File: src/sv/jpeg_progressive_marker_scan_top_macros.svh
// Assertion macros shared by the marker scan RTL.
// No dependencies; included by the files that carry concurrent assertions.
`ifndef JPEG_PROGRESSIVE_MARKER_SCAN_TOP_MACROS_SVH
`define JPEG_PROGRESSIVE_MARKER_SCAN_TOP_MACROS_SVH

// Same-cycle implication, disabled during reset.
`define JPMS_ASSERT_NOW(label, clk, rst, cond, prop, msg) \
   label: assert property (@(posedge clk) disable iff (rst) (cond) |-> (prop)) \
      else $error(msg);

// Next-cycle implication, disabled during reset.
`define JPMS_ASSERT_NEXT(label, clk, rst, cond, prop, msg) \
   label: assert property (@(posedge clk) disable iff (rst) (cond) |=> (prop)) \
      else $error(msg);

`endif

File: src/sv/jpms_pkg.sv
// Types, marker codes and marker classification for the JPEG marker scan.
// No dependencies; used by jpms_walk and jpeg_progressive_marker_scan_top.
`default_nettype none

package jpms_pkg;

   localparam int DATA_W    = 8;
   localparam int LEN_W     = 24;
   localparam int SEG_W     = 16;
   localparam int OUT_IDX_W = 24;

   localparam logic [DATA_W-1:0] MARKER_PREFIX = 8'hFF;
   localparam logic [DATA_W-1:0] MARKER_SOI    = 8'hD8;
   localparam logic [DATA_W-1:0] MARKER_TEM    = 8'h01;
   localparam logic [DATA_W-1:0] MARKER_RST0   = 8'hD0;
   localparam logic [DATA_W-1:0] MARKER_EOI    = 8'hD9;
   localparam logic [DATA_W-1:0] MARKER_SOS    = 8'hDA;
   localparam logic [DATA_W-1:0] MARKER_SOF2   = 8'hC2;
   localparam logic [DATA_W-1:0] MARKER_SOF6   = 8'hC6;
   localparam logic [DATA_W-1:0] MARKER_SOF10  = 8'hCA;
   localparam logic [DATA_W-1:0] MARKER_SOF0   = 8'hC0;
   localparam logic [DATA_W-1:0] MARKER_SOF1   = 8'hC1;
   localparam logic [DATA_W-1:0] MARKER_SOF3   = 8'hC3;
   localparam logic [DATA_W-1:0] MARKER_SOF5   = 8'hC5;
   localparam logic [DATA_W-1:0] MARKER_SOF7   = 8'hC7;
   localparam logic [DATA_W-1:0] MARKER_SOF9   = 8'hC9;
   localparam logic [DATA_W-1:0] MARKER_SOF11  = 8'hCB;
   localparam logic [DATA_W-1:0] MARKER_SOF13  = 8'hCD;
   localparam logic [DATA_W-1:0] MARKER_SOF14  = 8'hCE;
   localparam logic [DATA_W-1:0] MARKER_SOF15  = 8'hCF;

   localparam logic [LEN_W-1:0] MIN_STREAM_LEN = 24'd4;
   localparam logic [SEG_W-1:0] MIN_SEG_LEN    = 16'd2;

   typedef enum logic [2:0] {
      PH_SOI0  = 3'd0,
      PH_SOI1  = 3'd1,
      PH_MARK  = 3'd2,
      PH_FILL  = 3'd3,
      PH_LENHI = 3'd4,
      PH_LENLO = 3'd5,
      PH_SKIP  = 3'd6
   } phase_type;

   typedef struct packed {
      logic                 valid;
      logic                 progressive;
      logic [OUT_IDX_W-1:0] at;
   } verdict_type;

   function automatic logic is_standalone(input logic [DATA_W-1:0] m);
      return (m == MARKER_TEM) || ((m >= MARKER_RST0) && (m <= MARKER_EOI));
   endfunction

   function automatic logic is_prog_frame(input logic [DATA_W-1:0] m);
      return (m == MARKER_SOF2) || (m == MARKER_SOF6) || (m == MARKER_SOF10);
   endfunction

   function automatic logic is_seq_frame(input logic [DATA_W-1:0] m);
      return (m == MARKER_SOF0)  || (m == MARKER_SOF1)  || (m == MARKER_SOF3)  ||
             (m == MARKER_SOF5)  || (m == MARKER_SOF7)  || (m == MARKER_SOF9)  ||
             (m == MARKER_SOF11) || (m == MARKER_SOF13) || (m == MARKER_SOF14) ||
             (m == MARKER_SOF15);
   endfunction

endpackage

`default_nettype wire

File: src/sv/jpms_walk.sv
// Marker segment walker: scan state, byte counter and per-byte verdict logic.
// Depends on jpms_pkg and the assertion macro header.
`default_nettype none
`include "jpeg_progressive_marker_scan_top_macros.svh"

module jpms_walk #(
   parameter int INDEX_BITS = 24
) (
   input  wire logic                         clock,
   input  wire logic                         reset,
   input  wire logic                         step,
   input  wire logic [jpms_pkg::DATA_W-1:0]  data_byte,
   input  wire logic                         last_byte,
   input  wire logic [jpms_pkg::LEN_W-1:0]   stream_length,
   output jpms_pkg::verdict_type             verdict
);
   import jpms_pkg::*;

   // Compare width: holds any index or length plus a segment length.
   localparam int BASE_W = (INDEX_BITS > LEN_W) ? INDEX_BITS : LEN_W;
   localparam int CW     = BASE_W + 1;
   localparam logic [INDEX_BITS-1:0] INDEX_MAX = {INDEX_BITS{1'b1}};

   phase_type             phase_ff, phase_in;
   logic [INDEX_BITS-1:0] byte_index_ff, byte_index_in;
   logic [SEG_W-1:0]      skip_ff, skip_in;
   logic [DATA_W-1:0]     marker_ff, marker_in;
   logic [DATA_W-1:0]     length_high_ff, length_high_in;
   logic                  given_ff, given_in;

   logic [CW-1:0]    idx_ext, len_ext, idx_plus1, len_plus1, seg_end;
   logic [SEG_W-1:0] seg_len, seg_body;
   logic             near_end, past_end, seg_bad;
   logic             walk_hit, walk_value;

   assign idx_ext   = {{(CW-INDEX_BITS){1'b0}}, byte_index_ff};
   assign len_ext   = {{(CW-LEN_W){1'b0}}, stream_length};
   assign idx_plus1 = idx_ext + CW'(1);
   assign len_plus1 = len_ext + CW'(1);
   assign seg_len   = {length_high_ff, data_byte};
   assign seg_body  = seg_len - MIN_SEG_LEN;
   assign seg_end   = idx_ext + {{(CW-SEG_W){1'b0}}, seg_len};
   assign near_end  = idx_plus1 >= len_ext;
   assign past_end  = idx_ext >= len_ext;
   // The segment starts at the first length byte, one before this one.
   assign seg_bad   = (seg_len < MIN_SEG_LEN) || (seg_end > len_plus1);

   // Verdict of the walk on this byte, before the early-end rule.
   always_comb begin
      walk_hit   = 1'b0;
      walk_value = 1'b0;
      unique case (phase_ff)
         PH_SOI0: walk_hit = (stream_length < MIN_STREAM_LEN) ||
                             (data_byte != MARKER_PREFIX);
         PH_SOI1: walk_hit = data_byte != MARKER_SOI;
         PH_MARK: walk_hit = near_end || (data_byte != MARKER_PREFIX);
         PH_FILL: walk_hit = past_end ||
                             ((data_byte != MARKER_PREFIX) && !is_standalone(data_byte) &&
                              (data_byte == MARKER_SOS));
         PH_LENHI: walk_hit = near_end;
         PH_LENLO: begin
            if (seg_bad) begin
               walk_hit = 1'b1;
            end else if (is_prog_frame(marker_ff)) begin
               walk_hit   = 1'b1;
               walk_value = 1'b1;
            end else begin
               walk_hit = is_seq_frame(marker_ff);
            end
         end
         PH_SKIP: walk_hit = 1'b0;
         default: walk_hit = 1'b1;
      endcase
   end

   always_comb begin
      verdict.valid       = step && !given_ff && (walk_hit || last_byte);
      verdict.progressive = walk_hit && walk_value;
      verdict.at          = idx_ext[OUT_IDX_W-1:0];
   end

   // Next scan state.
   always_comb begin
      phase_in       = phase_ff;
      byte_index_in  = byte_index_ff;
      skip_in        = skip_ff;
      marker_in      = marker_ff;
      length_high_in = length_high_ff;
      given_in       = given_ff;
      if (step) begin
         if (!given_ff) begin
            given_in = walk_hit || last_byte;
            unique case (phase_ff)
               PH_SOI0: if (!walk_hit) phase_in = PH_SOI1;
               PH_SOI1: if (!walk_hit) phase_in = PH_MARK;
               PH_MARK: if (!walk_hit) phase_in = PH_FILL;
               PH_FILL: begin
                  if (!past_end && (data_byte != MARKER_PREFIX)) begin
                     marker_in = data_byte;
                     if (is_standalone(data_byte)) begin
                        phase_in = PH_MARK;
                     end else if (data_byte != MARKER_SOS) begin
                        phase_in = PH_LENHI;
                     end
                  end
               end
               PH_LENHI: begin
                  if (!walk_hit) begin
                     length_high_in = data_byte;
                     phase_in       = PH_LENLO;
                  end
               end
               PH_LENLO: begin
                  if (!walk_hit) begin
                     skip_in  = seg_body;
                     phase_in = (seg_body == '0) ? PH_MARK : PH_SKIP;
                  end
               end
               PH_SKIP: begin
                  skip_in = skip_ff - SEG_W'(1);
                  if (skip_in == '0) phase_in = PH_MARK;
               end
               default: phase_in = phase_ff;
            endcase
         end
         if (last_byte) begin
            phase_in       = PH_SOI0;
            byte_index_in  = '0;
            skip_in        = '0;
            marker_in      = '0;
            length_high_in = '0;
            given_in       = 1'b0;
         end else if (byte_index_ff != INDEX_MAX) begin
            byte_index_in = byte_index_ff + INDEX_BITS'(1);
         end
      end
   end

   always_ff @(posedge clock) begin
      if (reset) begin
         phase_ff       <= PH_SOI0;
         byte_index_ff  <= '0;
         skip_ff        <= '0;
         marker_ff      <= '0;
         length_high_ff <= '0;
         given_ff       <= 1'b0;
      end else begin
         phase_ff       <= phase_in;
         byte_index_ff  <= byte_index_in;
         skip_ff        <= skip_in;
         marker_ff      <= marker_in;
         length_high_ff <= length_high_in;
         given_ff       <= given_in;
      end
   end

   `JPMS_ASSERT_NEXT(a_rearm, clock, reset, step && last_byte,
      (phase_ff == PH_SOI0) && (byte_index_ff == '0) && !given_ff,
      "last byte did not re-arm the scan")
   `JPMS_ASSERT_NOW(a_one_verdict, clock, reset, given_ff, !verdict.valid,
      "second verdict within one image")
   `JPMS_ASSERT_NOW(a_end_verdict, clock, reset, step && last_byte && !given_ff,
      verdict.valid, "image ended without a verdict")

endmodule

`default_nettype wire

File: src/sv/jpeg_progressive_marker_scan_top.sv
// A verdict is registered and appears on the result port in the cycle after the byte that decides it.
// Throughput: one byte per cycle; the result register frees on the same cycle it transfers.
// A byte is refused only while an unaccepted result sits in the result register.
// Reset (synchronous, active high) clears the scan state, the result valid and stream_length.
// Top level of the JPEG progressive marker scan; depends on jpms_pkg and jpms_walk.
`default_nettype none
`include "jpeg_progressive_marker_scan_top_macros.svh"

module jpeg_progressive_marker_scan_top #(
   parameter int INDEX_BITS = 24
) (
   input  wire logic                            clock,
   input  wire logic                            reset,
   input  wire logic                            csr_wr_en,
   input  wire logic [jpms_pkg::LEN_W-1:0]      csr_wr_data,
   input  wire logic                            req_valid,
   output logic                                 req_ready,
   input  wire logic [jpms_pkg::DATA_W-1:0]     req_data_byte,
   input  wire logic                            req_last_byte,
   output logic                                 rsp_valid,
   input  wire logic                            rsp_ready,
   output logic                                 rsp_is_progressive,
   output logic [jpms_pkg::OUT_IDX_W-1:0]       rsp_decided_at
);
   import jpms_pkg::*;

   logic [LEN_W-1:0]     stream_length_ff;
   logic                 rsp_valid_ff, rsp_valid_in;
   logic                 rsp_prog_ff;
   logic [OUT_IDX_W-1:0] rsp_at_ff;
   logic                 req_xfer;
   verdict_type          verdict;

   assign req_ready = !rsp_valid_ff || rsp_ready;
   assign req_xfer  = req_valid && req_ready;

   jpms_walk #(
      .INDEX_BITS (INDEX_BITS)
   ) u_walk (
      .clock         (clock),
      .reset         (reset),
      .step          (req_xfer),
      .data_byte     (req_data_byte),
      .last_byte     (req_last_byte),
      .stream_length (stream_length_ff),
      .verdict       (verdict)
   );

   always_comb begin
      rsp_valid_in = rsp_valid_ff;
      if (req_xfer) begin
         rsp_valid_in = verdict.valid;
      end else if (rsp_ready) begin
         rsp_valid_in = 1'b0;
      end
   end

   always_ff @(posedge clock) begin
      if (reset) begin
         stream_length_ff <= '0;
         rsp_valid_ff     <= 1'b0;
      end else begin
         if (csr_wr_en) stream_length_ff <= csr_wr_data;
         rsp_valid_ff <= rsp_valid_in;
      end
   end

   always_ff @(posedge clock) begin
      if (req_xfer && verdict.valid) begin
         rsp_prog_ff <= verdict.progressive;
         rsp_at_ff   <= verdict.at;
      end
   end

   assign rsp_valid          = rsp_valid_ff;
   assign rsp_is_progressive = rsp_prog_ff;
   assign rsp_decided_at     = rsp_at_ff;

   `JPMS_ASSERT_NEXT(a_verdict_shown, clock, reset, req_xfer && verdict.valid,
      rsp_valid_ff, "verdict did not reach the result register")
   `JPMS_ASSERT_NOW(a_no_overwrite, clock, reset, rsp_valid_ff && !rsp_ready,
      !req_ready, "byte taken while a result is stalled")
   `JPMS_ASSERT_NEXT(a_no_phantom, clock, reset, !req_xfer && !rsp_valid_ff,
      !rsp_valid_ff, "result appeared without a byte transfer")

endmodule

`default_nettype wire

File: config.mk
export PLATFORM = sky130hd
export DESIGN_NAME = jpeg_progressive_marker_scan_top
export DESIGN_NICKNAME = d
export VERILOG_FILES = /design/src/sv/jpms_pkg.sv /design/src/sv/jpms_walk.sv /design/src/sv/jpeg_progressive_marker_scan_top.sv
export VERILOG_INCLUDE_DIRS = /design/src /design/src/sv
export SDC_FILE = /design/constraint.sdc
export NUM_CORES = 1
export LEC_CHECK = 0
export BUFFER_PORTS_ARGS = -buffer_cell sky130_fd_sc_hd__buf_4
export CORE_ASPECT_RATIO = 2
export CORE_MARGIN = 4
export CORE_UTILIZATION = 40
export DETAILED_ROUTE_END_ITERATION = 8
export SYNTH_ARGS = -nofsm -noshare
export SYNTH_HDL_FRONTEND = slang
export SYNTH_SLANG_ARGS = --single-unit
export TNS_END_PERCENT = 20
File: constraint.sdc
create_clock -name clock -period 7.9 [get_ports clock]
set_input_delay 2.37 -clock clock [delete_from_list [all_inputs] [get_ports clock]]
set_output_delay 2.37 -clock clock [all_outputs]
set_load 0.02 [all_outputs]
==> results.cfg <==
[status]
status = finished, final reports clean

[clock_network]
ctsHoldBuffers = 0
clkTransAtPathRegs_ps = 70
htreeDepth = 3
postCtsSetupBuffers = 0
cts_sinks = 110
cts_tree = yes
clock_latency_ps = 370
clockBufferDepth = 2
cts_buffers = 9
cts-resized-gates = 0
clock-root-buffer = clkbuf_16

[route]
drt_iter0_drc = 422
via_count = 7991
ant_nets = 0
drcViolationCount = 0
wl_um = 27600
vias_per_cell = 5.86
drt_first_pass_iters = 5
avgRoutedWirePerCell_um = 20.3

[global_routing]
grt_pass1_wl_um = 43100
antenna_found_initial = 0
grt_max_degree = 85
overflow = 0
first_global_vias = 8184
groute.usage.overall = 0.227

[synthesis]
netlist.area_leader.share = 0.196
syn-num-nets = 1187
syn_avg_cell_area_um2 = 8.26
synth_edf_count = 25
ys.flop_type = dfxtp_1
synth-compound-area-share = 0.161
synthTopCellsByArea = dfxtp_1 20%, ha_1 14%, edfxtp_1 8.6%
ys_ff_latch = 110
ys_types = 80
ys_async_sr_fraction = 0
synth-xor-area-share = 0.0855
synth_top_family_by_area = simple AND/OR/NAND/NOR gates
synthSimpleGateAreaFrac = 0.241
netlist_instances = 1054
muxShareOfSynthArea = 0.0460
synthAdderAreaFrac = 0.137
yosys.area.top_type = dfxtp_1
yosysSeqAreaShare = 0.282
ys_warn_count = 0
synthesis.area_um2 = 8700

[floorplanning]
design.core.area_um2 = 21500
die_h_um = 217
die_w_um = 112
die_area_um2 = 24300
io_pins = 65
initial_core_util = 0.405
num_rows = 76

[layout]
layout_common_cells = 131 x nor2_1, 94 x ha_1, 85 x dfxtp_1
finalNetCount = 1218
stdcell_count = 1363
multi_input_area_um2 = 5850
syn2layout_area_growth_pct = 11.2
layout-drive-gt1-share = 0.0963
antennaDiodeCount = 0
layout_commonest_cell = nor2_1
num-fill-cells = 2239
seqCellArea_um2 = 2450

[timing]
fmax_mhz = 136
slew_headroom = 0.366
fin_setup_tns_ps = 0
finalSetupViolCount = 0
worst_pin_slew_ps = 951
rsz0062_at_grt = no
hold_violations = 0
whs_ps = 501
fin_crit_ps = 7380
finClkSkew_ps = 9.77
fin_crit_sh = 0.934
drv_slew = 0

[placed_design]
place.gp.congestion = 0.966
dpl.hpwl_um = 22100
portBuffers = 64
dp.cells = 1347

[critical_path]
rr_endpoint = rsp_decided_at[19]
startpoint_type = input pin
r2r_setup_slack_ps = 2160
reg2reg_from = u_walk.byte_index_ff[0]
crit_type = in -> reg
critical_path_required_ps = 8000
worstRegToRegCells = 22
cp.arrival_ps = 7480
critPathMaxFanout = 25
crit_path_end_kind = register

[pwr]
power_frac_seq = 0.452
switching_share = 0.295
p_comb_frac = 0.184
leakage_nw = 3.95
p_sw_w = 0.000404
clkPwrFrac = 0.364
ir_drop_mv = 0.115
power_density_nw_per_um2 = 141
p_int_w = 0.000965

[hold_path]
hold_path.class = reg -> reg
hold_end = u_walk.marker_ff[4]
whs_path_depth = 2
hold_start = u_walk.marker_ff[4]

[run]
cap_violations = 0
## cells in the mapped netlist (all sizes together), types with 7 or more instances
library cell    n
nand3          34
clkbuf         33
nand2          73
mux2i          40
nor4           21
or3            19
a21oi          81
edfxtp         25
and3           15
a21o           11
or4             7
o21ai          50
nor2b           9
o21a           11
xor2           28
inv            43
nand2b          8
nor2          131
nor3           29
a211oi         10
buf            17
dfxtp          85
ha             94
nand4          33
a22oi           7
xnor2          57
## worst max path at each step
| stage | start | slack, ps | depth (start not counted) | endpoint |
|---|---|---|---|---|
| 2_1_floorplan | req_data_byte[0] | 450 | 21 | rsp_decided_at[0] |
| 3_3_place_gp | req_data_byte[0] | 280 | 23 | rsp_decided_at[20] |
| 3_5_place_dp | req_data_byte[0] | 210 | 23 | rsp_decided_at[20] |
| 4_1_cts | req_data_byte[0] | 560 | 23 | rsp_decided_at[7] |
| 5_1_grt | req_data_byte[0] | 40 | 23 | rsp_decided_at[6] |
| 6_report | req_data_byte[0] | 520 | 23 | rsp_decided_at[19] |
## kinds of logic after synthesis
kind of cell / count (synthesis)
compound gates: 220
xor+xnor: 85
buf+inv: 94
flops: 110
fa+ha+maj: 95
mux: 40
simple gates: 410
## power by group through the flow
stage	combinational [W]	sequential, W	clock [W]
floorplan	0.000161	0.000633	0
global placement	0.000249	0.000632	0
detailed placement	0.000251	0.000632	0
CTS	0.000252	0.000619	0.000511
global route	0.000279	0.000622	0.000529
finish	0.000252	0.000619	0.000499
## through the flow
stage                     power (W)  utilization  setup WS, ps  instance area (µm²)
after floorplan            0.000795            -           453                 8710
after global placement     0.000881        0.435           284                 9350
after detailed placement   0.000884        0.435           215                 9350
after CTS                   0.00138        0.450           562                 9680
after global routing        0.00143        0.450          38.6                 9680
final                       0.00137        0.450           524                 9680
## per-layer routing
metal,part of all wire,GRT usage
met5,0,0
met4,0.088,0.182
met3,0.024,0.0237
met2,0.57,0.446
met1,0.32,0.200
## sequential cells by signal (all words and copies together) (netlist names)
name	count
rsp_decided_at	24
rsp_is_progressive	1
rsp_valid	1
stream_length_ff	24
u_walk.byte_index_ff	24
u_walk.given_ff	1
u_walk.length_high_ff	8
u_walk.marker_ff	8
u_walk.phase_ff	3
u_walk.skip_ff	16
## final cells by class
cell class	count	share of cell area
Clock buffer	10	0.0259
Inverter	44	0.0171
Multi-Input combinational cell	850	0.605
Tap cell	273	0.0353
Clock inverter	6	0.00789
Timing Repair Buffer	70	0.0556
Sequential cell	110	0.253
## critical path, stage by stage
cell and delay [ps]:
buf_4 140, ha_1 230, fa_1 410, a21o_1 170
a21oi_1 200, nor2b_1 70, o21a_1 200, o211ai_1 230
a41oi_1 180, a41oi_1 490, nor3_1 120, xor2_1 160
ha_1 320, nand4_1 160, nor4_1 350, and2_1 180
a31oi_1 60, a211oi_2 490, nor2_1 80, a211oi_1 330
and2_1 250, nor3_4 40, buf_4 230
Power figures use the tool's default switching activity.
